<file path="src/sv/rdne_pkg.sv">
// ----------------------------------------------------------------------------
// rdne_pkg
// Shared types, codes and constants for the reliable datagram endpoint.
// ----------------------------------------------------------------------------
`default_nettype none

package rdne_pkg;

    // Field widths
    localparam int ID_W       = 8;
    localparam int ARG_W      = 32;
    localparam int TYPE_W     = 8;
    localparam int TICK_W     = 16;
    localparam int NACK_W     = 6;
    localparam int TABLE_SIZE = 1 << ID_W;
    localparam int MAX_NACKS  = 63;
    localparam int CFG_AW     = 3;

    // Register reset values
    localparam logic [TICK_W-1:0] TIMEOUT_RESET = 16'd5000;
    localparam logic [TYPE_W-1:0] PING_RESET    = 8'd0;

    // Register indexes (address bit 2)
    localparam logic REG_TIMEOUT = 1'b0;
    localparam logic REG_PING    = 1'b1;

    // Input operations
    localparam logic [1:0] OP_TICK    = 2'd0;
    localparam logic [1:0] OP_CONNECT = 2'd1;
    localparam logic [1:0] OP_SEND    = 2'd2;
    localparam logic [1:0] OP_FRAME   = 2'd3;

    // Result kinds
    localparam logic [1:0] KIND_TX      = 2'd0;
    localparam logic [1:0] KIND_DELIVER = 2'd1;
    localparam logic [1:0] KIND_LOST    = 2'd2;

    // Result sources
    localparam logic [2:0] SRC_SEND    = 3'd0;
    localparam logic [2:0] SRC_NACK    = 3'd1;
    localparam logic [2:0] SRC_RETX    = 3'd2;
    localparam logic [2:0] SRC_PLAIN   = 3'd3;
    localparam logic [2:0] SRC_DELIVER = 3'd4;
    localparam logic [2:0] SRC_LOST    = 3'd5;

    typedef struct packed {
        logic [1:0]        op;
        logic              important;
        logic [TYPE_W-1:0] msg_type;
        logic [ID_W-1:0]   msg_id;
        logic [ARG_W-1:0]  arg_first;
        logic [ARG_W-1:0]  arg_second;
        logic [ARG_W-1:0]  arg_third;
        logic              frame_ok;
    } in_item_t;

    typedef struct packed {
        logic [1:0]        out_kind;
        logic [ID_W-1:0]   out_id;
        logic [TYPE_W-1:0] out_type;
        logic [ARG_W-1:0]  out_arg_first;
        logic [ARG_W-1:0]  out_arg_second;
        logic [ARG_W-1:0]  out_arg_third;
        logic              link_up;
        logic              last;
    } out_item_t;

    typedef struct packed {
        logic [TYPE_W-1:0] msg_type;
        logic [ARG_W-1:0]  arg_first;
        logic [ARG_W-1:0]  arg_second;
        logic [ARG_W-1:0]  arg_third;
    } entry_t;

    typedef struct packed {
        logic       load_item;
        logic       tick_update;
        logic       connect;
        logic       frame_setup;
        logic       nack_finish;
        logic       keepalive;
        logic       mem_read;
        logic       emit;
        logic [2:0] src;
        logic       last;
    } cmd_t;

    typedef struct packed {
        logic [1:0] op;
        logic       frame_ok;
        logic       connected;
        logic       id_nz;
        logic       is_ping;
        logic       arg_nz;
        logic       drop;
        logic       nack_pending;
        logic       out_free;
    } status_t;

endpackage

`default_nettype wire

</file>
<file path="src/sv/rdne_ctrl.sv">
// ----------------------------------------------------------------------------
// rdne_ctrl
// Sequencer: decodes each item and steps the datapath through its results.
// ----------------------------------------------------------------------------
`default_nettype none

module rdne_ctrl
    import rdne_pkg::*;
(
    input  wire logic    clk,
    input  wire logic    rst_n,
    input  wire logic    in_valid,
    output logic         in_stall,
    output cmd_t         cmd,
    input  wire status_t st
);

    localparam logic [2:0] S_IDLE     = 3'd0;
    localparam logic [2:0] S_DECODE   = 3'd1;
    localparam logic [2:0] S_TICK_CHK = 3'd2;
    localparam logic [2:0] S_NACK     = 3'd3;
    localparam logic [2:0] S_ACTION   = 3'd4;
    localparam logic [2:0] S_EMIT     = 3'd5;

    logic [2:0] state_reg, state_next;
    logic [2:0] src_reg, src_next;

    // Take items only between items
    assign in_stall = (state_reg != S_IDLE);

    // Next state and commands
    always_comb
    begin
        state_next = state_reg;
        src_next   = src_reg;
        cmd        = '0;
        cmd.src    = src_reg;
        case (state_reg)
            S_IDLE:
            begin
                if (in_valid)
                begin
                    cmd.load_item = 1'b1;
                    state_next    = S_DECODE;
                end
            end
            S_DECODE:
            begin
                case (st.op)
                    OP_TICK:
                    begin
                        cmd.tick_update = 1'b1;
                        state_next      = S_TICK_CHK;
                    end
                    OP_CONNECT:
                    begin
                        cmd.connect = 1'b1;
                        state_next  = S_IDLE;
                    end
                    OP_SEND:
                    begin
                        src_next   = SRC_SEND;
                        state_next = S_EMIT;
                    end
                    default:
                    begin
                        if (!st.frame_ok)
                            state_next = S_IDLE;
                        else if (st.connected && st.id_nz)
                        begin
                            cmd.frame_setup = 1'b1;
                            state_next      = S_NACK;
                        end
                        else
                            state_next = S_ACTION;
                    end
                endcase
            end
            S_TICK_CHK:
            begin
                if (st.drop)
                begin
                    src_next   = SRC_LOST;
                    state_next = S_EMIT;
                end
                else
                    state_next = S_IDLE;
            end
            S_NACK:
            begin
                // One NACK ping per cycle while the output is free
                if (st.nack_pending)
                begin
                    if (st.out_free)
                    begin
                        cmd.emit = 1'b1;
                        cmd.src  = SRC_NACK;
                    end
                end
                else
                begin
                    cmd.nack_finish = 1'b1;
                    state_next      = S_ACTION;
                end
            end
            S_ACTION:
            begin
                if (st.connected && st.is_ping)
                begin
                    if (st.arg_nz)
                    begin
                        cmd.mem_read = 1'b1;
                        src_next     = SRC_RETX;
                        state_next   = S_EMIT;
                    end
                    else if (st.id_nz)
                    begin
                        src_next   = SRC_PLAIN;
                        state_next = S_EMIT;
                    end
                    else
                    begin
                        cmd.keepalive = 1'b1;
                        state_next    = S_IDLE;
                    end
                end
                else
                begin
                    src_next   = SRC_DELIVER;
                    state_next = S_EMIT;
                end
            end
            S_EMIT:
            begin
                if (st.out_free)
                begin
                    cmd.emit   = 1'b1;
                    cmd.last   = 1'b1;
                    state_next = S_IDLE;
                end
            end
            default:
            begin
                state_next = S_IDLE;
            end
        endcase
    end

    always_ff @(posedge clk or negedge rst_n)
    begin
        if (!rst_n)
        begin
            state_reg <= S_IDLE;
            src_reg   <= SRC_SEND;
        end
        else
        begin
            state_reg <= state_next;
            src_reg   <= src_next;
        end
    end

    // Results go out only into a free output register
    a_emit_free: assert property (@(posedge clk) disable iff (!rst_n)
        cmd.emit |-> st.out_free)
        else $error("result emitted while output register busy");

    // An accepted item is decoded next
    a_accept_decode: assert property (@(posedge clk) disable iff (!rst_n)
        (in_valid && !in_stall) |=> (state_reg == S_DECODE))
        else $error("accepted item not decoded");

    // NACK bursts run only for sequenced frames on a live link
    a_nack_link: assert property (@(posedge clk) disable iff (!rst_n)
        (state_reg == S_NACK) |-> (st.connected && st.id_nz))
        else $error("NACK burst without live link");

endmodule

`default_nettype wire

</file>
<file path="config.mk">
export PLATFORM = sky130hd
export DESIGN_NAME = rdne_ctrl
export DESIGN_NICKNAME = d
export VERILOG_FILES = /design/src/sv/rdne_pkg.sv /design/src/sv/rdne_ctrl.sv
export SDC_FILE = /design/constraint.sdc
export NUM_CORES = 1
export LEC_CHECK = 0
export BUFFER_PORTS_ARGS = -buffer_cell sky130_fd_sc_hd__buf_2
export CAP_MARGIN = 25
export CORE_AREA = 5 5 43 45
export CTS_CLUSTER_SIZE = 30
export DETAILED_ROUTE_END_ITERATION = 16
export DIE_AREA = 0 0 48 50
export GPL_ROUTABILITY_DRIVEN = 0
export GPL_TIMING_DRIVEN = 0
export HOLD_SLACK_MARGIN = 0.15
export PLACE_DENSITY = 0.68
export SYNTH_ARGS = -nofsm -noshare
export SYNTH_HDL_FRONTEND = slang
export SYNTH_SLANG_ARGS = --single-unit
</file>
<file path="constraint.sdc">
create_clock -name clk -period 3 [get_ports clk]
set_input_delay 0.15 -clock clk [delete_from_list [all_inputs] [get_ports clk]]
set_output_delay 0.15 -clock clk [all_outputs]
set_load 0.01 [all_outputs]
</file>
# [Word level (Yosys, flattened, before mapping)]
# Cells that the tools add are included.
[word_totals] input_bits=13 output_inout_bits=13 ff_bits=6 word_cells=62
[classes] muxes=38 reduce_logical=9 n_eq_ne=13
[op_table] cell="3-bit 2-to-1 mux" n=16
[op_table] cell="3-bit one-hot mux with 3 select lines" n=2
[op_table] cell="3-bit one-hot mux with 6 select lines" n=1
[op_table] cell="1-bit 2-to-1 mux" n=14
[op_table] cell="4-bit 2-to-1 mux" n=2
[op_table] cell="2-bit != test (second input constant)" n=4
[op_table] cell="3-bit by 2-bit equality test with 1-bit output (second input constant)" n=2
[op_table] cell="3-bit equality test (second input constant)" n=2
[op_table] cell="3-bit nonzero test" n=2
[op_table] cell="2-bit 2-to-1 mux" n=2
[op_table] cell="4-bit != test (second input constant)" n=1
[op_table] cell="4-bit AND reduction" n=1
[op_table] cell="3-bit by 1-bit equality test with 1-bit output (second input constant)" n=1
[op_table] cell="3-bit zero test" n=1
[op_table] cell="3-bit AND reduction" n=1
[op_table] cell="3-bit OR reduction" n=1
[op_table] cell="2-bit by 1-bit equality test with 1-bit output (second input constant)" n=1
[op_table] cell="2-bit equality test (second input constant)" n=1
[op_table] cell="1-bit logical AND" n=2
[op_table] cell="2-bit zero test" n=1
[op_table] cell="2-bit by 1-bit != test with 1-bit output (second input constant)" n=1
[op_table] cell="1-bit one-hot mux with 2 select lines" n=1

# [Depth between registers and ports, before layout]
[logic_depth] depth_word=5 mapped_depth=5 ltp_nobuf=4

# [Worst setup path after synthesis]
# Ideal clock, no wire load.
[synth_timing] path_type="register to output" start="register state_reg[0]" end="output cmd[6] (netlist name)" required_ns=2.850 path_slack_ns=1.571 stages_incl_launch_ff=4 path_buffers=1 t_arrival_ns=1.279 cell_sequence="dfrtp_1 > buf_6 > or3b_4 > nor4_1"
[synth_lines] element="start: declaration" line_no="rdne_ctrl.sv:25" text="logic [2:0] state_reg, state_next;"
[synth_lines] element="start signal: assignment" line_no="rdne_ctrl.sv:158" text="state_reg <= state_next;"
[synth_lines] element="end: declaration" line_no="rdne_ctrl.sv:14" text="output cmd_t cmd,"

==> summary.txt <==
Place
  • Post-Place Setup Slack: about 1400 ps
  • DP HPWL: ~1100 um
  • Buffers on Ports: 25
  • Placed Area: 674.4 um^2
  • Placed cell count: 110

Clock tree
  • Skew-Pair Late Insertion Delay: between 200 and 250 ps
  • TritonCTS clock tree: done
  • TritonCTS Buffers: 3
  • CTS Sinks: 6
  • Post-CTS Setup Inserts: 0
  • H-tree levels: 1
  • Clock-pin slew on the worst setup and hold paths: 40 ps
  • Max Buffers Root-to-Sink: 2
  • CTS root buf: clkbuf_4

Yosys
  • Unique masters post-synth: 36
  • EDFF count, synth: 0
  • Post-synthesis sequential area ratio: 0.2837
  • Share of the synthesized area in the top cell type: 0.2837
  • Gate count of the mapped netlist: 69
  • Post-Syn Nets: 82
  • Top cell types by occurrence after synthesis: a21oi_1, dfrtp_1, nand2_1, o21ai_0
  • Mapped Area: roughly 530 um^2
  • Synthesized flop and latch total: 6
  • Most numerous cell in the Yosys netlist: a21oi_1
  • Top_reg_cell synth: dfrtp_1
  • Async S/R FF share, synth: 1.000
  • Mean Syn Cell Area: approximately 7.7 um^2
  • Synth area leader: dfrtp_1
  • Top post-synthesis cells by area: dfrtp_1, a21oi_1, o21ai_0, nand2_1, inv_1
  • Synth warn: 0

Timing
  • Worst-Margin Slew: 334.8 ps
  • Setup WS post-layout: roughly 1100 ps
  • WHS: 255.7 ps
  • # setup viols final: 0
  • Final Skew: ~1.7 ps
  • Final hold violations: 0
  • Slew HR: 0.7738
  • Tcrit/Tclk final: 0.6173
  • Setup TNS Final: 0 ps
  • Max-slew violations: 0
  • FMAX: approximately 0.54 GHz
  • RSZ-0062 raised after global routing: no
  • Fin crit period: 1852 ps

Global route
  • Global Route met2 Usage: 0.1806
  • Layer with the highest usage: met2
  • Met1 Resource Use GR: 0.1495
  • GRT Util Overall: 0.1165
  • GRT overflow: 0
  • Vias in the first global route: between 500 and 600
  • M3 GR Usage: 0.01091
  • Largest net degree at the start of global routing: 11
  • First-pass GRT wire length: around 2100 um
  • Antenna violations before repair: 0

Floorplan
  • Die W: roughly 48 um
  • Die Area: ~2400 um^2
  • I/O pin total: 26
  • Initial Util: 0.3685
  • Core box area: 1436 um^2
  • Die height: roughly 50 um
  • Row cnt: 14

Setup path
  • Crit path max fanout: 10
  • CP arrival: 1700 ps
  • Element type at the critical path start: flop
  • CP Capture Type: output port
  • Worst Path Required: between 2000 and 3000 ps
  • Crit path kind: reg2out

Layout
  • Fin nets: 113
  • Layout cell share with drive strength beyond 1: 0.3571
  • Finished layout cell area: approximately 710 um^2
  • Layout area overhead: 33.57%
  • Antenna cells: 0
  • Non-Filler Instances: roughly 110

Detailed routing
  • Detail Route Antenna Nets: 0
  • Pre-antenna DRT Iters: 4
  • WL/cell: around 12 um
  • Initial DRC Count: 7
  • Remaining DRCs: 0
  • Post-Route WL: 1321 um
  • DR vias/cell: between 5 and 6
  • Routed vias: ~600

Power
  • Leakage: between 0.3 and 0.4 nW
  • Sequential Power Share: 0.276
  • Logic pwr share: 0.592
  • VDD IR-drop max: between 0.3 and 0.4 mV
  • Pwr dens: between 700 and 800 nW/um^2
  • Cell-internal power: between 0.2 and 0.3 mW
  • Sw Pwr: around 0.22 mW
  • Clock share of power: 0.131
  • Switching Fraction: 0.4249

Flow run
  • Max cap viols: 0

Run status
  • Status: finished, final reports clean

Worst hold path
  • Hold WC Path Type: in2async
cells in the final DEF, fill, tap and decap left out:
cell type,Yosys,routed
o22ai_2,1,1
o22ai_1,1,1
a21bo_2,1,1
clkbuf_1,1,1
o21ai_0,6,6
mux2i_1,1,1
clkbuf_4,0,3
nand4_1,2,2
nand2b_1,2,2
inv_2,1,1
nor4b_1,1,1
nand3_1,1,1
nand3b_1,1,1
nor4_1,2,2
nand2_1,6,6
a31oi_1,1,1
dfrtp_1,6,6
and3_1,1,1
a22oi_1,1,1
nor4bb_1,1,1
a22o_1,1,1
nand4bb_1,1,1
nor3_1,2,2
or3b_4,1,1
nor2b_1,1,1
or3_1,1,1
inv_1,4,4
dlygate4sd3_1,0,1
a21oi_1,8,8
or2_2,1,1
buf_6,1,1
o2bb2ai_1,1,1
o21bai_1,1,1
o21a_1,1,1
o32ai_1,1,1
and2_1,2,2
buf_2,1,26
nor2_1,4,4
power groups by stage:
stage | sequential [mW] | combinational (mW) | clock [mW]
final | 0.144 | 0.308 | 0.0684
after global routing | 0.149 | 0.347 | 0.0751
after floorplan | 0.136 | 0.220 | 0
after global placement | 0.143 | 0.307 | 0
after detailed placement | 0.144 | 0.310 | 0
after CTS | 0.142 | 0.312 | 0.0735
area by class of cell:
cell class	count	area, um^2
multi-input cells	55	340.3
plain buffers	3	20.02
fillers	144	729.5
clock buffers	3	22.52
repair buffers	26	135.1
well taps	16	20.02
flip-flops and latches	6	150.1
inverters	5	18.77
cell families (layout without fill, tap and decap cells):
kind of cell | count (synthesis) | in the layout | synth area share
AO/OA/AOI/OAI | 24 | 24 | 0.2908
buffers and inverters | 8 | 37 | 0.07325
flip-flops | 6 | 6 | 0.2837
multiplexers | 1 | 1 | 0.01891
AND/OR/NAND/NOR | 30 | 30 | 0.3333
metal layers:
metal  part of all wire  vias up
met5                  0        -
met4                  0        0
met3              0.058        0
met2               0.51       13
met1               0.43      273
li1                   -      315
worst max-delay path, cell delays in order, from the launching register on:
cell and delay [ps]:
dfrtp_1 380, buf_2 210, nor2b_1 330, nand4_1 210
and2_1 200, buf_2 130
metrics by stage:
step           total power, mW  utilization
5_1_grt                 0.5702       0.4922
6_report                0.5206       0.4922
4_1_cts                 0.5276       0.4922
3_3_place_gp            0.4501       0.4695
2_1_floorplan           0.3562            -
3_5_place_dp            0.4534       0.4695
timing repair:
item,CTS,global route
resized for setup,0,0
hold buffers,1,0
hold endpoints to repair,6,0
path summary, 6_finish.rpt:
check | startpoint | endpoint | slack (ps) | cells after the start
max | state_reg[1] | cmd[3] | 1150 | 5
min | rst_n | src_reg[1] | 260 | 2
max reg2reg | state_reg[0] | src_reg[0] | 1500 | 5
min reg2reg | src_reg[1] | src_reg[1] | 540 | 2
max in group asynchronous | rst_n | state_reg[1] | 2610 | 2
min in group clk | in_valid | state_reg[2] | 270 | 3
Note: power is estimated with default switching activity, not from simulation.
